<file path="config.mk">
export PLATFORM = sky130hd
export DESIGN_NAME = ieee_single_to_double_decode_unit
export DESIGN_NICKNAME = d
export VERILOG_FILES = /design/src/design/isd_pkg.sv /design/src/design/ieee_single_to_double_decode_unit.sv /design/src/design/isd_convert.sv
export SDC_FILE = /design/constraint.sdc
export NUM_CORES = 1
export LEC_CHECK = 0
export BUFFER_PORTS_ARGS = -buffer_cell sky130_fd_sc_hd__buf_4
export CORE_MARGIN = 2
export CORE_UTILIZATION = 52
export DETAILED_ROUTE_END_ITERATION = 12
export PLACE_DENSITY_LB_ADDON = 0.25
export REMOVE_ABC_BUFFERS = 1
export SYNTH_ARGS = -nofsm -noshare
export SYNTH_HDL_FRONTEND = slang
export SYNTH_SLANG_ARGS = --single-unit
</file>
<file path="constraint.sdc">
create_clock -name clk_i -period 5.32 [get_ports clk_i]
set_input_delay 1.596 -clock clk_i [delete_from_list [all_inputs] [get_ports clk_i]]
set_output_delay 1.596 -clock clk_i [all_outputs]
set_load 0.01 [all_outputs]
</file>
<file path="src/design/isd_pkg.sv">
// Package for the single-to-double decode unit: class codes, field widths
// and the result struct. No dependencies.
`timescale 1ns / 1ps
`default_nettype none
package isd_pkg;

  localparam int unsigned WordW  = 32;
  localparam int unsigned DblW   = 64;
  localparam int unsigned ClassW = 3;

  localparam logic [ClassW-1:0] ClassZero   = 3'd0;
  localparam logic [ClassW-1:0] ClassDenorm = 3'd1;
  localparam logic [ClassW-1:0] ClassNormal = 3'd2;
  localparam logic [ClassW-1:0] ClassInf    = 3'd3;
  localparam logic [ClassW-1:0] ClassNan    = 3'd4;

  localparam logic [DblW-2:0] DblMaxMag = 63'h7FEF_FFFF_FFFF_FFFF;
  localparam logic [10:0] RebiasNormal  = 11'd896;
  localparam logic [10:0] RebiasDenorm  = 11'd874;

  typedef struct packed {
    logic [DblW-1:0]   bits;
    logic [ClassW-1:0] cls;
  } result_t;

endpackage
`default_nettype wire

</file>
<file path="src/design/ieee_single_to_double_decode_unit.sv">
// Top level of the single-to-double decode unit: APB register, input
// register, conversion logic and result register. Depends on isd_pkg, isd_convert.
`timescale 1ns / 1ps
`default_nettype none
// Converts a stream of raw 32-bit words holding IEEE-754 singles into double
// bit patterns plus a class code. Each request passes the input register, then
// the result register; one is accepted every cycle unless a result stall backs
// up to the input. The conversion is one pass of logic between the registers.
// NaNs map to the largest finite double, infinities to it signed, negative zero to zero.
// Register byte_order at address 0 (reset 1 = big-endian).
module ieee_single_to_double_decode_unit (
  input  wire logic                       clk_i,
  input  wire logic                       rst_ni,
  input  wire logic                       psel,
  input  wire logic                       penable,
  input  wire logic                       pwrite,
  input  wire logic [1:0]                 paddr,
  input  wire logic [31:0]                pwdata,
  output logic      [31:0]                prdata,
  output logic                            pready,
  input  wire logic                       raw_word_valid_i,
  output logic                            raw_word_stall_o,
  input  wire logic [isd_pkg::WordW-1:0]  raw_word_i,
  output logic                            result_valid_o,
  input  wire logic                       result_stall_i,
  output logic [isd_pkg::DblW-1:0]        double_bits_o,
  output logic [isd_pkg::ClassW-1:0]      value_class_o
);

  logic byte_order_q;
  logic in_valid_q;
  logic [isd_pkg::WordW-1:0] in_word_q;
  logic out_valid_q;
  isd_pkg::result_t res_d, res_q;
  logic out_adv, in_adv;

  // Configuration register.
  assign pready = 1'b1;
  assign prdata = (paddr == 2'd0) ? {31'd0, byte_order_q} : 32'd0;
  always_ff @(posedge clk_i or negedge rst_ni) begin
    if (!rst_ni) begin
      byte_order_q <= 1'b1;
    end else if (psel && penable && pwrite && paddr == 2'd0) begin
      byte_order_q <= pwdata[0];
    end
  end

  // Pipeline flow: each stage advances when the next one is free.
  assign out_adv = !out_valid_q || !result_stall_i;
  assign in_adv  = !in_valid_q || out_adv;
  assign raw_word_stall_o = !in_adv;

  always_ff @(posedge clk_i or negedge rst_ni) begin
    if (!rst_ni) begin
      in_valid_q  <= 1'b0;
      out_valid_q <= 1'b0;
    end else begin
      if (in_adv) in_valid_q <= raw_word_valid_i;
      if (out_adv) out_valid_q <= in_valid_q;
    end
  end

  always_ff @(posedge clk_i) begin
    if (in_adv && raw_word_valid_i) in_word_q <= raw_word_i;
    if (out_adv && in_valid_q) res_q <= res_d;
  end

  isd_convert u_convert (
    .byte_order_i(byte_order_q),
    .word_i      (in_word_q),
    .result_o    (res_d)
  );

  assign result_valid_o = out_valid_q;
  assign double_bits_o  = res_q.bits;
  assign value_class_o  = res_q.cls;

`ifndef NO_ASSERTIONS
  // A stalled result stays valid.
  a_hold: assert property (@(posedge clk_i) disable iff (!rst_ni)
    out_valid_q && result_stall_i |=> out_valid_q) else $error("result dropped");
  // Input stalls only when both stages are full.
  a_stall: assert property (@(posedge clk_i) disable iff (!rst_ni)
    raw_word_stall_o |-> in_valid_q && out_valid_q) else $error("spurious stall");
  // A held input item moves to the output once it frees.
  a_move: assert property (@(posedge clk_i) disable iff (!rst_ni)
    in_valid_q && out_adv |=> out_valid_q) else $error("item lost");
`endif

endmodule
`default_nettype wire

</file>
<file path="src/design/isd_convert.sv">
// Combinational binary32 to binary64 conversion with byte-order select.
// Depends on isd_pkg.
`timescale 1ns / 1ps
`default_nettype none
module isd_convert (
  input  wire logic                      byte_order_i,
  input  wire logic [isd_pkg::WordW-1:0] word_i,
  output isd_pkg::result_t               result_o
);

  logic [31:0] src;
  logic        sgn;
  logic [7:0]  e;
  logic [22:0] f;
  logic [4:0]  p;
  logic [51:0] frac;

  // Byte order: big-endian passes through, little-endian swaps bytes.
  assign src = byte_order_i ? word_i : {word_i[7:0], word_i[15:8], word_i[23:16], word_i[31:24]};
  assign sgn = src[31];
  assign e   = src[30:23];
  assign f   = src[22:0];

  // Leading-one position of the denormal fraction (priority encoder).
  always_comb begin
    p = 5'd0;
    for (int i = 0; i < 23; i++) begin
      if (f[i]) p = 5'(i);
    end
  end

  // Drop the leading one and left-justify the rest in the 52-bit field.
  assign frac = {f, 29'd0} << (6'd23 - {1'b0, p});

  // Classify and assemble.
  always_comb begin
    result_o.bits = '0;
    result_o.cls  = isd_pkg::ClassZero;
    if (e == 8'hFF) begin
      if (f != '0) begin
        result_o.bits = {1'b0, isd_pkg::DblMaxMag};
        result_o.cls  = isd_pkg::ClassNan;
      end else begin
        result_o.bits = {sgn, isd_pkg::DblMaxMag};
        result_o.cls  = isd_pkg::ClassInf;
      end
    end else if (e != 8'd0) begin
      result_o.bits = {sgn, {3'd0, e} + isd_pkg::RebiasNormal, f, 29'd0};
      result_o.cls  = isd_pkg::ClassNormal;
    end else if (f != '0) begin
      result_o.bits = {sgn, {6'd0, p} + isd_pkg::RebiasDenorm, frac};
      result_o.cls  = isd_pkg::ClassDenorm;
    end
  end

endmodule
`default_nettype wire

</file>
==> results of run 1 <==
[Yosys cell counts (all sizes together) (4+ instances only)]
library cell,count
nor3b,9
a21oi,11
nand3,33
o221ai,5
or3,5
nor2,35
nor2b,8
a21o,6
clkbuf,5
mux2i,25
o211ai,17
nand2,35
a31oi,9
or2,5
nor3,20
o31ai,6
o21ai,45
o2111ai,4
edfxtp,70
inv,14
nor4,7
buf,84
mux2,19
a211oi,10
o22ai,5
o21a,7
[worst max path at each step]
stage | endpoint | cells after the start | startpoint | slack, ns
after floorplan | double_bits_o[28]$_SDFFCE_PP1P_ | 1 | result_stall_i | 0.45
after global placement | double_bits_o[51]$_SDFFCE_PP1P_ | 10 | byte_order_q$_DFFE_PN1P_ | 1.16
after detailed placement | double_bits_o[51]$_SDFFCE_PP1P_ | 10 | byte_order_q$_DFFE_PN1P_ | 1.15
after CTS | double_bits_o[51]$_SDFFCE_PP1P_ | 10 | byte_order_q$_DFFE_PN1P_ | 1.13
after global routing | double_bits_o[51]$_SDFFCE_PP1P_ | 10 | byte_order_q$_DFFE_PN1P_ | 0.75
final | double_bits_o[34]$_SDFFCE_PP1P_ | 10 | byte_order_q$_DFFE_PN1P_ | 1.02
[sequential cells by signal, summed over array words and instances, names as in the netlist]
name	count
in_word_q	32
double_bits_o	35
in_valid_q	1
result_valid_o	1
byte_order_q	1
value_class_o	3
[cell families after synthesis]
logic type               synth area share
multiplexers                        0.101
adder cells (fa/ha/maj)           0.00685
XOR/XNOR                          0.00160
AO/OA/AOI/OAI                       0.205
AND/OR/NAND/NOR                     0.162
flip-flops                          0.398
other                             0.00137
buffers and inverters               0.125
[per-layer routing]
metal	track usage	vias to the layer above	share of wire
met2	0.430	284	0.47
met4	0.139	0	0.043
met1	0.373	2230	0.41
met3	0.0474	43	0.085
li1	-	2175	-
met5	0	-	0
[power groups by stage]
stage / clock network, mW / logic (mW) / registers (mW)
2_1_floorplan: 0 / 0.456 / 0.809
3_3_place_gp: 0 / 0.755 / 0.771
3_5_place_dp: 0 / 0.759 / 0.772
4_1_cts: 0.446 / 0.763 / 0.760
5_1_grt: 0.476 / 0.838 / 0.769
6_report: 0.438 / 0.777 / 0.760
[critical path: stages, from the launching register on]
cell and delay, ns:
dfstp_2 0.89, buf_4 0.43, mux2i_4 0.41, o31ai_2 0.13, o221ai_2 0.27, a211o_1 0.57, nand2_4 0.20, mux4_2 0.50
o22ai_1 0.47, nand2_1 0.11, o211ai_1 0.13
[layout make-up]
type	instances	area, µm²	share of cell area
flip-flops and latches	73	2180	0.348
multi-input cells	407	2750	0.439
well taps	136	170	0.0272
clock inverters	6	68.8	0.0110
inverters	14	52.6	0.00840
repair buffers	121	908	0.145
clock buffers	10	128	0.0204
==> reports/metrics.cfg, run 1 <==
[timing]
fin_skew_ns = 0.0134
worst_slew_pin_slew_ns = 1.17
fmax_mhz = 233
rsz0062_at_grt = false
whs_ns = 0.489
fin_tns_setup_ns = 0
setup_viol = 0
period_needed_ns = 4.30
fin_crit_sh = 0.808
slew_violations = 0
hold_viol = 0
final.setup.worst_slack_ns = 1.02
slew_headroom = 0.218

[grt]
grt_pass1_wl_um = 24100
overflow = 0
grt_pass1_vias = 4432
antenna_found_initial = 0
grt_usage = 0.276
grt_max_degree = 39

[pwr]
intPower_mw = 1.24
comb_power_share = 0.393
total_power_mw = 1.98
p_per_area_nw_per_um2 = 316
sequentialPowerShare = 0.385
ir_drop_uv = 172
power.switching_mw = 0.737
switching_share = 0.373
leakage_nw = 2.39
clkPwrFrac = 0.222

[finish]
layout-drive-gt1-share = 0.296
fillCellCount = 892
postLayoutCoreUtil = 0.608
area_growth_pct = 14.2
n_antenna_cell = 0
final_common_cell = buf_4
fin_cells = 767
stdcell_area_um2 = 6250
final_cell_mix = buf_4 (121), edfxtp_1 (70), nand2_1 (34)
fin_nets = 702

[synthesis]
ys_warn_count = 0
synth_seq_cells = 73
async_reset_ff_frac = 0.0411
synthFlopType = edfxtp_1
synth_cell_types = 78
ys_seq_area_frac = 0.398
netlist_area_um2 = 5480
syn-instance-count = 553
synth_top_area_share = 0.384
syn_avg_cell_area_um2 = 9.90
synth-edff-count = 70
yosysTopAreaCell = edfxtp_1
synthTopCellsByArea = edfxtp_1 (38%), buf_4 (8.5%), mux2i_1 (4.2%)

[route]
drc_errors = 0
drt-pass1-iter-count = 5
drtIter0Drc = 365
viasPerCell = 6.17
num_vias = 4732
routedWlPerCell_um = 19.8
routed_wl_um = 15200
ant_nets = 0

[placement]
io_buffers = 111
numPlacedInstances = 751
place_ws_ns = 1.15
place_area_um2 = 6060
place_congestion = 0.917
place_hpwl_um = 11200

[job]
cap_viol_max_count = 0

[worst_setup_path]
worstReg2RegEnd = double_bits_o[34]$_SDFFCE_PP1P_
crit_required_ns = 5.51
startpoint_type = flip-flop
path_class = flip-flop to flip-flop
r2r_slack_ns = 1.02
critPathMaxFanout = 26
end_kind = flip-flop
arrival_ns = 4.49
rr_worst_depth = 10
r2r-start = byte_order_q$_DFFE_PN1P_

[die]
ioPinCount = 175
fp-row-count = 37
die_y_um = 107
start_util = 0.533
die_w_um = 107
coreArea_um2 = 10300
die-area_um2 = 11400

[clock_tree]
cts_resized = 0
cts_made_buffers = 9
clock_latency_ns = 0.36
ctsLongestPathBuffers = 2
root_buffer = clkbuf_8
ctsHtreeMaxLevel = 3
cts_hold_buf = 0
path_clk_slew_ns = 0.08
cts.sinks = 73
tritoncts = done
cts_setup_buffers = 0

[min_path]
hold_path_end = result_valid_o$_DFFE_PN0P_
hold_class = flip-flop to flip-flop
min_path_cells = 1
hp-start = in_valid_q$_DFFE_PN0N_

[outcome]
outcome = finished clean

Note: power is estimated with default switching activity, not from simulation.
==> run 2: changes to the inputs <==
--- a/config.mk
+++ b/config.mk
@@ -5,9 +5,10 @@
 export SDC_FILE = /design/constraint.sdc
 export NUM_CORES = 1
 export LEC_CHECK = 0
+export ABC_AREA = 1
 export BUFFER_PORTS_ARGS = -buffer_cell sky130_fd_sc_hd__buf_4
 export CORE_MARGIN = 2
-export CORE_UTILIZATION = 52
+export CORE_UTILIZATION = 46
 export DETAILED_ROUTE_END_ITERATION = 12
 export PLACE_DENSITY_LB_ADDON = 0.25
 export REMOVE_ABC_BUFFERS = 1
==> constraint.sdc (replaced) <==
create_clock -name clk_i -period 3.9 [get_ports clk_i]
set_input_delay 1.17 -clock clk_i [delete_from_list [all_inputs] [get_ports clk_i]]
set_output_delay 1.17 -clock clk_i [all_outputs]
set_load 0.01 [all_outputs]
==> run 2 against run 1 <==
Net effect:
- total power up 38%
- synthesized area down 6.1%
- worst hold slack better by 0.0066 ns
- sequential power up 34%
- sequential cell count unchanged
- global-route usage down 4.1 points
- largest cell class unchanged
==> reports/metrics.cfg, run 2 <==
[outcome]
outcome = finished clean

[die]
die-area_um2 = 12000
die_w_um = 110
fp-row-count = 38
die_y_um = 110
start_util = 0.472
coreArea_um2 = 10900
ioPinCount = 175

[placement]
io_buffers = 111
place_hpwl_um = 10100
place_congestion = 0.983
place_ws_ns = 0.258

[worst_setup_path]
r2r_slack_ns = 0.38
cpMaxStageDelayCell = dfstp_4
path_class = flip-flop to flip-flop
critPathMaxFanout = 41
crit_top_cell = nand2_1
critPathMaxStageDelay_ns = 0.67
r2r-start = byte_order_q$_DFFE_PN1P_
arrival_ns = 3.60
crit_family = simple AND/OR/NAND/NOR gates
critical_path_buf_inv_count = 3
startpoint_type = flip-flop
end_kind = flip-flop
rr_worst_depth = 25
worstReg2RegEnd = double_bits_o[42]$_SDFFCE_PP1P_
crit_required_ns = 3.99

[pwr]
ir_drop_uv = 245
intPower_mw = 1.62
leakage_nw = 2.75
power.switching_mw = 1.10
switching_share = 0.403
comb_power_share = 0.435
sequentialPowerShare = 0.374
clkPwrFrac = 0.191
p_per_area_nw_per_um2 = 457

[synthesis]
yosysTopAreaCell = edfxtp_1
synth-edff-count = 70
ys_warn_count = 0
synth_seq_cells = 73
syn_avg_cell_area_um2 = 7.94
synthTopCellsByArea = edfxtp_1 (41%), nand3_1 (12%), nand2_1 (9.9%)
synth_top_area_share = 0.409
ys_seq_area_frac = 0.424
yosysMostFrequentCell = nand2_1
syn-instance-count = 648
async_reset_ff_frac = 0.0411
synth_common_cells = nand2_1 (135), nand3_1 (125), edfxtp_1 (70), buf_4 (62), inv_1 (55)
synthFlopType = edfxtp_1
synth_cell_types = 44
netlist_area_um2 = 5140

[route]
drtIter0Drc = 488
routedWlPerCell_um = 15.2
viasPerCell = 5.26
drc_errors = 0
drt-pass1-iter-count = 5
routed_wl_um = 13300
num_vias = 4584
ant_nets = 0

[grt]
met1_usage = 0.330
grt_pass1_vias = 4059
antenna_found_initial = 0
grt_use_met3 = 0.0421
grt_usage = 0.236
overflow = 0
gr-max-usage-layer = met2
grt_max_degree = 42
grt_pass1_wl_um = 21200
grtUsageMet2 = 0.359

[finish]
area_growth_pct = 15.6
largest_reg_flops = 35
final_common_cell = nand2_1
layout-drive-gt1-share = 0.254
fin_nets = 802
n_antenna_cell = 0
postLayoutCoreUtil = 0.546
final_cell_mix = nand2_1 (135), buf_4 (126), nand3_1 (125)
fillCellCount = 1053

[clock_tree]
clock_latency_ns = 0.35
cts.sinks = 73
cts_made_buffers = 9
tritoncts = done
ctsHtreeMaxLevel = 3
cts_hold_buf = 0
path_clk_slew_ns = 0.08
root_buffer = clkbuf_8
ctsLongestPathBuffers = 2

[timing]
hold_viol = 0
slew_headroom = 0.343
fmax_mhz = 284
whs_ns = 0.496
fin_skew_ns = 0.00591
setup_viol = 0
rsz0062_at_grt = false
period_needed_ns = 3.52
fin_crit_sh = 0.901
slew_violations = 0
worst_slew_pin_slew_ns = 0.975
fin_tns_setup_ns = 0
final.setup.worst_slack_ns = 0.385

[min_path]
hp-start = in_valid_q$_DFFE_PN0N_
hold_class = flip-flop to flip-flop
min_path_cells = 2
hold_path_end = result_valid_o$_DFFE_PN0P_

[job]
cap_viol_max_count = 0

## run 2: worst max-delay path by stage
stage          slack (ns)  cells after the start                     start                         endpoint
5_1_grt              0.02                     31  byte_order_q$_DFFE_PN1P_  double_bits_o[49]$_SDFFCE_PP1P_
3_3_place_gp         0.21                     13  byte_order_q$_DFFE_PN1P_  double_bits_o[51]$_SDFFCE_PP1P_
2_1_floorplan       -0.18                     12  byte_order_q$_DFFE_PN1P_  double_bits_o[51]$_SDFFCE_PP1P_
6_report             0.38                     25  byte_order_q$_DFFE_PN1P_  double_bits_o[42]$_SDFFCE_PP1P_
3_5_place_dp         0.26                     13  byte_order_q$_DFFE_PN1P_  double_bits_o[51]$_SDFFCE_PP1P_
4_1_cts              0.23                     13  byte_order_q$_DFFE_PN1P_  double_bits_o[51]$_SDFFCE_PP1P_
## run 2: metrics by stage
| step | instance area [µm²] | power (mW) | cells |
|---|---|---|---|
| final | 5950 | 2.72 | 871 |
| after global routing | 5950 | 2.93 | 871 |
| after CTS | 5920 | 2.72 | 870 |
| after detailed placement | 5750 | 2.19 | 854 |
| after global placement | 5750 | 2.19 | 854 |
| after floorplan | 4610 | 1.77 | 588 |
## run 2: repair_timing
action,CTS,global route
gates resized for setup,0,3
endpoints found under the setup margin,0,10
buffers inserted,0,1
## run 2: layout make-up
cell class              count  area (µm²)  area share
flip-flops and latches     73        2180       0.367
clock inverters             6        45.0     0.00758
clock buffers              10         128      0.0215
multi-input cells         451        2200       0.371
inverters                  64         245      0.0412
well taps                 140         175      0.0295
repair buffers            127         966       0.162
## run 2: power groups by stage
stage	registers, mW	logic (mW)	clock network (mW)
finish	1.02	1.18	0.520
global route	1.03	1.33	0.572
CTS	1.02	1.16	0.539
detailed placement	1.04	1.15	0
global placement	1.04	1.15	0
floorplan	1.09	0.679	0
## run 2: logic make-up (layout without fill, tap and decap cells)
kind of cell,count (synthesis),in the layout,synth area share
mux,1,1,0.00195
other cells,2,32,0.00146
simple gates,326,326,0.296
flops,73,73,0.424
compound gates,88,88,0.0939
xor+xnor,1,1,0.00170
buf+inv,154,207,0.174
fa+ha+maj,3,3,0.00730
## run 2: metal layers
layer / vias up / share of wire
met1: 2081 / 0.43
met5: - / 0
met4: 0 / 0.025
met2: 239 / 0.46
met3: 22 / 0.083
li1: 2242 / -
## run 2: worst reg2reg max path, delay by kind of cell, from the launching register on
family | cells | cell delay, ns
buf+inv | 3 | 0.59
compound gates | 3 | 0.57
flops | 1 | 0.67
simple gates | 19 | 1.42
